## src/sv/tdma_sync_pkg.sv

```systemverilog
`timescale 1ns / 1ps
// Package for the TDMA beacon slot sync controller: word types, phase codes and time constants.
// It depends on nothing else and is read by tdma_beacon_slot_sync.

package tdma_sync_pkg;

   // Widths of the time arithmetic.
   localparam int TimeWidth  = 64;
   localparam int FrameWidth = 32;
   localparam int DelayWidth = 25;
   localparam int SlotWidth  = 5;
   localparam int PhaseWidth = 2;
   // 100 ms fits in 27 bits; the slot middle (at most 146 ms) and 100 ms plus a
   // 25-bit delay fit in 28 bits.
   localparam int FrameNsWidth = 27;
   localparam int ShortNsWidth = 28;
   localparam int ProdWidth    = FrameWidth + FrameNsWidth;

   localparam int CsrAddrWidth = 3;
   localparam int CsrDataWidth = 32;

   localparam logic [FrameNsWidth-1:0] FRAME_NS  = 27'd100_000_000;
   localparam logic [ShortNsWidth-1:0] NS_PER_MS = 28'd1_000_000;

   // Configuration register indexes.
   localparam logic [CsrAddrWidth-3:0] REG_SLOT_NUMBER = 1'b0;

   // Event kinds.
   localparam logic OP_TIMER  = 1'b0;
   localparam logic OP_BEACON = 1'b1;

   // Phase codes.
   localparam logic [PhaseWidth-1:0] PH_INIT        = 2'd0;
   localparam logic [PhaseWidth-1:0] PH_WAIT_BEACON = 2'd1;
   localparam logic [PhaseWidth-1:0] PH_WAIT_SLOT   = 2'd2;

   typedef struct packed {
      logic                  op;
      logic [TimeWidth-1:0]  now_ns;
      logic [FrameWidth-1:0] rx_frame;
      logic [DelayWidth-1:0] rx_delay_ns;
      logic [DelayWidth-1:0] random_delay_ns;
   } req_type;

   typedef struct packed {
      logic                  arm_timer;
      logic [TimeWidth-1:0]  deadline_ns;
      logic                  send_beacon;
      logic [FrameWidth-1:0] beacon_frame;
      logic [DelayWidth-1:0] beacon_delay_ns;
      logic                  send_slot;
      logic [PhaseWidth-1:0] phase;
   } rsp_type;

   // Middle of the own slot, (22 + 4 * slot) ms after the superframe start.
   function automatic logic [ShortNsWidth-1:0] slot_middle_ns(input logic [SlotWidth-1:0] slot);
      logic [ShortNsWidth-1:0] ms;
      ms = ShortNsWidth'(22) + ShortNsWidth'({slot, 2'b00});
      return ShortNsWidth'(ms * NS_PER_MS);
   endfunction

endpackage

```

## src/sv/tdma_beacon_slot_sync.sv

```systemverilog
`timescale 1ns / 1ps
// TDMA beacon slot sync controller: one result word per event word. An accepted word is held
// in the input register, then its result in the result register. Throughput is one word
// per cycle while result words are taken; the state update sits between the two registers.
// Reset (synchronous, active high) returns the phase to init, clears the counters and
// times, and sets slot_number to 0. Depends on tdma_sync_pkg.

module tdma_beacon_slot_sync (
   input  logic                                    clock,
   input  logic                                    reset,
   // Event words.
   input  logic                                    req_valid,
   output logic                                    req_ready,
   input  tdma_sync_pkg::req_type                  req_data,
   // Result words.
   output logic                                    rsp_valid,
   input  logic                                    rsp_ready,
   output tdma_sync_pkg::rsp_type                  rsp_data,
   // Configuration port.
   input  logic                                    psel,
   input  logic                                    penable,
   input  logic                                    pwrite,
   input  logic [tdma_sync_pkg::CsrAddrWidth-1:0]  paddr,
   input  logic [tdma_sync_pkg::CsrDataWidth-1:0]  pwdata,
   output logic [tdma_sync_pkg::CsrDataWidth-1:0]  prdata,
   output logic                                    pready
);

   localparam int TW = tdma_sync_pkg::TimeWidth;
   localparam int FW = tdma_sync_pkg::FrameWidth;
   localparam int DW = tdma_sync_pkg::DelayWidth;
   localparam int SW = tdma_sync_pkg::SlotWidth;
   localparam int PW = tdma_sync_pkg::PhaseWidth;
   localparam int NW = tdma_sync_pkg::ShortNsWidth;
   localparam int MW = tdma_sync_pkg::ProdWidth;

   // ------------------------------------------------------------------
   // Configuration. The slot middle is derived once at write time so that
   // the event path only adds it.
   // ------------------------------------------------------------------
   logic [SW-1:0] slot_number_ff, slot_number_in;
   logic [NW-1:0] slot_mid_ff, slot_mid_in;
   logic          csr_write;
   logic          csr_hit;

   assign pready    = 1'b1;
   assign csr_hit   = (paddr[tdma_sync_pkg::CsrAddrWidth-1:2] == tdma_sync_pkg::REG_SLOT_NUMBER);
   assign csr_write = psel && penable && pwrite && csr_hit;

   always_comb begin
      slot_number_in = slot_number_ff;
      slot_mid_in    = slot_mid_ff;
      if (csr_write) begin
         slot_number_in = pwdata[SW-1:0];
         slot_mid_in    = tdma_sync_pkg::slot_middle_ns(pwdata[SW-1:0]);
      end
   end

   assign prdata = csr_hit ? {{(tdma_sync_pkg::CsrDataWidth-SW){1'b0}}, slot_number_ff} : '0;

   // ------------------------------------------------------------------
   // Handshake. The result register loads whenever it is empty or being
   // taken; the input register moves on in the same condition.
   // ------------------------------------------------------------------
   logic s1_valid_ff, s1_valid_in;
   logic rsp_valid_ff, rsp_valid_in;
   logic s1_advance;
   logic s1_fire;
   logic req_fire;

   assign s1_advance = !rsp_valid_ff || rsp_ready;
   assign s1_fire    = s1_valid_ff && s1_advance;
   assign req_ready  = !s1_valid_ff || s1_advance;
   assign req_fire   = req_valid && req_ready;

   assign s1_valid_in  = req_ready ? req_valid : s1_valid_ff;
   assign rsp_valid_in = s1_advance ? s1_valid_ff : rsp_valid_ff;
   assign rsp_valid    = rsp_valid_ff;

   // ------------------------------------------------------------------
   // Input stage. Everything that depends only on the event word is worked
   // out here: the received frame times 100 ms (the event path's one multiplier), the
   // sender's superframe start, and the deadlines built from the event time.
   // ------------------------------------------------------------------
   logic          s1_op_ff, s1_op_in;
   logic [TW-1:0] s1_now_ff, s1_now_in;
   logic [FW-1:0] s1_rx_frame_ff, s1_rx_frame_in;
   logic [DW-1:0] s1_rx_delay_ff, s1_rx_delay_in;
   logic [DW-1:0] s1_rnd_ff, s1_rnd_in;
   logic [TW-1:0] s1_rx_prod_ff, s1_rx_prod_in;     // rx_frame * 100 ms
   logic [TW-1:0] s1_now_rx_ff, s1_now_rx_in;       // now - rx_delay
   logic [TW-1:0] s1_now_mid_ff, s1_now_mid_in;     // now + slot middle
   logic [TW-1:0] s1_rx_mid_ff, s1_rx_mid_in;       // now - rx_delay + slot middle
   logic [NW-1:0] s1_wait_ff, s1_wait_in;           // 100 ms + random delay
   logic [MW-1:0] rx_prod;

   always_comb begin
      rx_prod        = MW'(req_data.rx_frame) * MW'(tdma_sync_pkg::FRAME_NS);
      s1_op_in       = req_data.op;
      s1_now_in      = req_data.now_ns;
      s1_rx_frame_in = req_data.rx_frame;
      s1_rx_delay_in = req_data.rx_delay_ns;
      s1_rnd_in      = req_data.random_delay_ns;
      s1_rx_prod_in  = TW'(rx_prod);
      s1_now_rx_in   = req_data.now_ns - TW'(req_data.rx_delay_ns);
      s1_now_mid_in  = req_data.now_ns + TW'(slot_mid_ff);
      s1_rx_mid_in   = s1_now_rx_in + TW'(slot_mid_ff);
      s1_wait_in     = NW'(tdma_sync_pkg::FRAME_NS) + NW'(req_data.random_delay_ns);
   end

   // ------------------------------------------------------------------
   // Event stage. The state moves on exactly when a word leaves the input
   // register, so each event sees what the previous one left.
   //
   // While waiting for a beacon the superframe start always equals
   // frame_count * 100 ms + time_offset, which lets the timer case step it
   // by one frame and lets a smaller beacon offset yield now - rx_delay
   // directly as the new start. When the frame counter wraps to zero the
   // product drops out and the start is the offset itself.
   // ------------------------------------------------------------------
   logic [PW-1:0] phase_ff, phase_in;
   logic [FW-1:0] frame_count_ff, frame_count_in;
   logic [TW-1:0] time_offset_ff, time_offset_in;
   logic [TW-1:0] sf_start_ff, sf_start_in;
   logic [DW-1:0] own_delay_ff, own_delay_in;
   tdma_sync_pkg::rsp_type rsp_in;
   tdma_sync_pkg::rsp_type rsp_ff;

   logic [TW-1:0] cand_offset;
   logic [TW-1:0] next_frame_start;
   logic [TW-1:0] rx_start;
   logic [FW-1:0] frame_inc;

   always_comb begin
      cand_offset      = s1_now_rx_ff - s1_rx_prod_ff;
      frame_inc        = frame_count_ff + FW'(1);
      next_frame_start = (frame_inc == '0) ? time_offset_ff
                                           : sf_start_ff + TW'(tdma_sync_pkg::FRAME_NS);
      rx_start         = s1_rx_prod_ff + time_offset_ff;

      phase_in       = phase_ff;
      frame_count_in = frame_count_ff;
      time_offset_in = time_offset_ff;
      sf_start_in    = sf_start_ff;
      own_delay_in   = own_delay_ff;
      rsp_in         = '0;

      case (phase_ff)
         tdma_sync_pkg::PH_INIT: begin
            if (s1_op_ff == tdma_sync_pkg::OP_TIMER) begin
               // No beacon heard yet: this node starts the superframe itself.
               sf_start_in        = s1_now_ff;
               time_offset_in     = s1_now_ff;
               rsp_in.deadline_ns = s1_now_mid_ff;
            end else begin
               frame_count_in     = s1_rx_frame_ff;
               own_delay_in       = s1_rx_delay_ff;
               sf_start_in        = s1_now_rx_ff;
               time_offset_in     = cand_offset;
               rsp_in.deadline_ns = s1_rx_mid_ff;
            end
            rsp_in.arm_timer = 1'b1;
            phase_in         = tdma_sync_pkg::PH_WAIT_SLOT;
         end
         tdma_sync_pkg::PH_WAIT_BEACON: begin
            if (s1_op_ff == tdma_sync_pkg::OP_TIMER) begin
               // Own backoff ran out first: send the beacon for the next frame.
               frame_count_in         = frame_inc;
               rsp_in.send_beacon     = 1'b1;
               rsp_in.beacon_frame    = frame_inc;
               rsp_in.beacon_delay_ns = own_delay_ff;
               sf_start_in            = next_frame_start;
               rsp_in.deadline_ns     = next_frame_start + TW'(slot_mid_ff);
            end else begin
               frame_count_in = s1_rx_frame_ff;
               own_delay_in   = s1_rx_delay_ff;
               if (cand_offset < time_offset_ff) begin
                  // An earlier clock wins; the start follows the sender exactly.
                  time_offset_in     = cand_offset;
                  sf_start_in        = s1_now_rx_ff;
                  rsp_in.deadline_ns = s1_rx_mid_ff;
               end else begin
                  sf_start_in        = rx_start;
                  rsp_in.deadline_ns = rx_start + TW'(slot_mid_ff);
               end
            end
            rsp_in.arm_timer = 1'b1;
            phase_in         = tdma_sync_pkg::PH_WAIT_SLOT;
         end
         tdma_sync_pkg::PH_WAIT_SLOT: begin
            // Beacons heard while waiting for the own slot are dropped.
            if (s1_op_ff == tdma_sync_pkg::OP_TIMER) begin
               rsp_in.send_slot   = 1'b1;
               own_delay_in       = s1_rnd_ff;
               rsp_in.arm_timer   = 1'b1;
               rsp_in.deadline_ns = sf_start_ff + TW'(s1_wait_ff);
               phase_in           = tdma_sync_pkg::PH_WAIT_BEACON;
            end
         end
         default: begin
            // Unused phase code: the event is ignored.
         end
      endcase

      rsp_in.phase = phase_in;
   end

   assign rsp_data = rsp_ff;

   // ------------------------------------------------------------------
   // Registers.
   // ------------------------------------------------------------------
   always_ff @(posedge clock) begin
      if (reset) begin
         slot_number_ff <= '0;
         slot_mid_ff    <= tdma_sync_pkg::slot_middle_ns('0);
         s1_valid_ff    <= 1'b0;
         rsp_valid_ff   <= 1'b0;
         phase_ff       <= tdma_sync_pkg::PH_INIT;
         frame_count_ff <= '0;
         time_offset_ff <= '0;
         sf_start_ff    <= '0;
         own_delay_ff   <= '0;
      end else begin
         slot_number_ff <= slot_number_in;
         slot_mid_ff    <= slot_mid_in;
         s1_valid_ff    <= s1_valid_in;
         rsp_valid_ff   <= rsp_valid_in;
         if (s1_fire) begin
            phase_ff       <= phase_in;
            frame_count_ff <= frame_count_in;
            time_offset_ff <= time_offset_in;
            sf_start_ff    <= sf_start_in;
            own_delay_ff   <= own_delay_in;
         end
      end
   end

   always_ff @(posedge clock) begin
      if (req_fire) begin
         s1_op_ff       <= s1_op_in;
         s1_now_ff      <= s1_now_in;
         s1_rx_frame_ff <= s1_rx_frame_in;
         s1_rx_delay_ff <= s1_rx_delay_in;
         s1_rnd_ff      <= s1_rnd_in;
         s1_rx_prod_ff  <= s1_rx_prod_in;
         s1_now_rx_ff   <= s1_now_rx_in;
         s1_now_mid_ff  <= s1_now_mid_in;
         s1_rx_mid_ff   <= s1_rx_mid_in;
         s1_wait_ff     <= s1_wait_in;
      end
      if (s1_fire) begin
         rsp_ff <= rsp_in;
      end
   end

endmodule

```

## config.mk

```make
export PLATFORM = sky130hd
export DESIGN_NAME = tdma_beacon_slot_sync
export DESIGN_NICKNAME = d
export VERILOG_FILES = /design/src/sv/tdma_sync_pkg.sv /design/src/sv/tdma_beacon_slot_sync.sv
export SDC_FILE = /design/constraint.sdc
export NUM_CORES = 2
export LEC_CHECK = 0
export ABC_AREA = 1
export BUFFER_PORTS_ARGS = -buffer_cell sky130_fd_sc_hd__buf_2
export CAP_MARGIN = 20
export CORE_ASPECT_RATIO = 2
export CORE_UTILIZATION = 45
export CTS_CLUSTER_SIZE = 20
export DETAILED_ROUTE_END_ITERATION = 8
export HOLD_SLACK_MARGIN = 0.08
export PLACE_DENSITY = 0.68
export SETUP_SLACK_MARGIN = 0.02
export SLEW_MARGIN = 0
export SYNTH_ARGS = -nofsm -noshare
export SYNTH_HDL_FRONTEND = slang
export SYNTH_SLANG_ARGS = --single-unit
```

## constraint.sdc

```tcl
create_clock -name clock -period 8.98 [get_ports clock]
set_clock_uncertainty 0.2 [all_clocks]
set_input_delay 0 -clock clock [delete_from_list [all_inputs] [get_ports clock]]
set_output_delay 0 -clock clock [all_outputs]
set_load 0.02 [all_outputs]
```

==> impl_metrics.ini <==
[clock_network]
clk_latency_ns = 0.77
htreeDepth = 3
hold_buffers = 318
cts_resized = 0
cts_tree = yes
root_buffer = clkbuf_16
clkSinkCount = 729
numCtsBuffers = 78
post_cts_buffers = 0
path_clk_slew_ns = 0.08
cts_max_path_buffers = 3

[global_routing]
antenna_found_initial = 31
grt_overflow = 0
grt_use_total_pct = 51.8
grt_pass1_vias = 73100
grt_max_degree = 149
grt_first_pass_wirelength_um = 542000

[timing]
period_needed_ns = 8.23
drv_slew = 0
fin_setup_tns_ns = 0
hold_violations = 0
slew_headroom_pct = 7.07
setup_slack_ns = 0.748
fmax_mhz = 121
hold_ws_ns = 0.0645
rsz0062_at_grt = no
post-route-period-util_pct = 91.7
finalSetupViolCount = 0
worst_pin_slew_ns = 1.39

[flow_run]
cap_violations = 0

[logic_synthesis]
yosys_warnings = 0
ys_types = 63
ys_ff_latch = 729
syn_inst = 9003
yosys.area.top_type = edfxtp_1
synthArstFlopShare_pct = 0
synth_top_area_share_pct = 22.9
yosysMostFrequentCell = nand2_1
yosys-top-cells-count = nand2_1 (1782), inv_1 (1598), nor2_1 (920)
syn_avg_cell_area_sq_um = 7.49
synthesis.area_sq_um = 67400
ys_top_cells_by_area = edfxtp_1 (23%), ha_1 (10%), nand2_1 (9.9%)
seq_area_frac_synth_pct = 29.3
synth_ff_type = edfxtp_1
synth-edff-count = 515

[critical_path]
crit_path_end_kind = register
cp-start-kind = input pin
required_ns = 9.31
cp_max_fo = 6
r2r_slack_ns = 0.96
crit_start = req_data[89]
timing.rr.end = rsp_data[106]
crit_slowest_cell = a21oi_1
crit_path_end = s1_rx_mid_ff[55]
reg2reg_depth = 29
r2r_start = frame_count_ff[10]
cp.arrival_ns = 8.56
worstSetupPathType = in -> reg
cpMostUsedCell = nand2_1
slowest_delay_ns = 1.11
path_cells = dlygate4sd3_1 -> dlygate4sd3_1 -> buf_2 -> ha_1 -> a21oi_1 -> nand3_1 -> xnor2_1 -> fa_1 -> nand3b_1 -> nand2_1 -> a21oi_1 -> o21bai_1 -> a21oi_1 -> o21bai_1 -> nand3_1 -> nand2_1 -> nand4_1 -> nand2_1 -> nand3_1 -> nor2_2 -> nand2_1 -> nor2_1 -> xor2_1

[die]
ios = 350
die_x_um = 276
die_y_um = 549
dieArea_sq_um = 152000
initial_core_util_pct = 45.4
num_rows = 200
core_sq_um = 149000

[power_and_ir_drop]
switching_share_pct = 54.6
total_power_uw = 27300
p_per_area_nw_per_um2 = 353
p_int_uw = 12400
netSwitchingPower_uw = 14900
total_leakage_power_uw = 0.0354
clockPowerShare_pct = 13.9
comb_power_share_pct = 67.5
ir_drop_mv = 0.346
seqPwrFrac_pct = 18.6

[detailed_routing]
drt-total-wl_um = 395000
vias_per_cell = 6.21
ant_nets = 0
wl_per_cell_um = 34.1
drcViolationCount = 4
route.vias.total = 72000
first_pass_iters = 9
first_iter_violations = 8175

[final_layout]
drive_gt1_share_pct = 6.98
final_core_util_pct = 52.1
nets = 10600
syn_to_final_growth_pct = 14.7

[placed_design]
hpwl_um = 312000
gp_congestion = 1.15
post-place-ws_ns = 1.26
portBuffers = 292

[run_status]
violations = design-rule violations
outcome = complete, but fails checks

[worst_hold_path]
hold_path.class = in -> reg
critical path, delay by kind of cell:
| family | cells | cell delay (ns) |
|---|---|---|
| simple gates | 11 | 3.04 |
| compound gates | 5 | 2.39 |
| buf+inv | 3 | 1.38 |
| fa+ha+maj | 2 | 1.05 |
| xor+xnor | 2 | 0.67 |
flip-flops by register name (all words and copies together) (netlist names), 32 cells and up:
name / count
s1_rx_prod_ff: 46
frame_count_ff: 32
s1_now_ff: 64
s1_now_mid_ff: 57
s1_now_rx_ff: 64
rsp_data: 126
s1_rx_frame_ff: 32
time_offset_ff: 64
sf_start_ff: 64
s1_rx_mid_ff: 57
metal layers:
| layer | share of wire, % | GRT usage, % | up-vias |
|---|---|---|---|
| li1 | - | - | 30700 |
| met1 | 28 | 44.2 | 33900 |
| met2 | 47 | 85.6 | 4878 |
| met3 | 9.0 | 16.1 | 2390 |
| met4 | 16 | 65.8 | 20 |
| met5 | 0.033 | 0 | - |
final cells by class:
type                    count  area, sq um
clock buffers              94         2160
inverters                1621         6100
clock inverters            51          617
repair buffers            721         5550
flip-flops and latches    729        19700
fillers                 14300        71300
diodes                     21         52.6
well taps                1919         2400
multi-input cells        6438        40700
cell usage in the layout (no fill, tap or decap), types with 23 or more instances in the layout:
cell,synthesis,layout
nor3_1,100,100
fa_1,305,305
nand4_1,95,95
nand3b_1,29,29
or2_2,51,51
nor4_1,34,33
o21ai_1,29,33
a221oi_1,31,31
nor2_1,920,913
dfxtp_1,214,214
o21a_1,23,23
inv_1,1598,1592
conb_1,2,28
edfxtp_1,515,515
dlygate4sd3_1,0,320
o21ai_0,537,530
nand3_1,394,394
nor2_2,22,23
a31oi_1,142,142
a21oi_1,628,628
ha_1,546,546
o211ai_1,101,101
buf_4,29,101
xor2_1,294,294
clkbuf_16,0,84
buf_2,6,292
xnor2_1,106,106
a21o_1,29,29
nand2_1,1782,1780
a211oi_1,30,30
how the worst min path moves through the flow:
stage,startpoint,to,cells past startpoint
final,req_data[112],s1_now_mid_ff[30],3
after global routing,req_data[112],s1_now_mid_ff[30],3
after CTS,req_data[76],s1_rx_frame_ff[26],2
after detailed placement,req_data[7],s1_rnd_ff[7],1
after global placement,req_data[6],s1_rnd_ff[6],1
after floorplan,paddr[2],prdata[0],1
stage by stage:
stage | cell area [sq um] | cells
final | 77400 | 11600
after global routing | 77300 | 11600
after CTS | 77200 | 11600
after detailed placement | 71200 | 11100
after global placement | 71200 | 11100
after floorplan | 67500 | 9029
cell families (layout without fill, tap and decap cells):
logic type,count (synthesis),after routing,share of synthesized area [%]
buffers and inverters,1862,2487,10.6
AO/OA/AOI/OAI,1689,1689,14.3
XOR/XNOR,401,401,5.22
other,2,49,0.0111
adder cells (fa/ha/maj),851,851,19.2
AND/OR/NAND/NOR,3469,3469,21.4
flip-flops,729,729,29.3
power groups by stage:
stage / clock [uW] / combinational (uW) / sequential, uW
3_3_place_gp: 0 / 17000 / 5080
5_1_grt: 3890 / 19600 / 5060
2_1_floorplan: 0 / 11300 / 4830
3_5_place_dp: 0 / 17500 / 5080
6_report: 3800 / 18400 / 5070
4_1_cts: 3750 / 17700 / 5010
(Power assumes the default switching activity.)
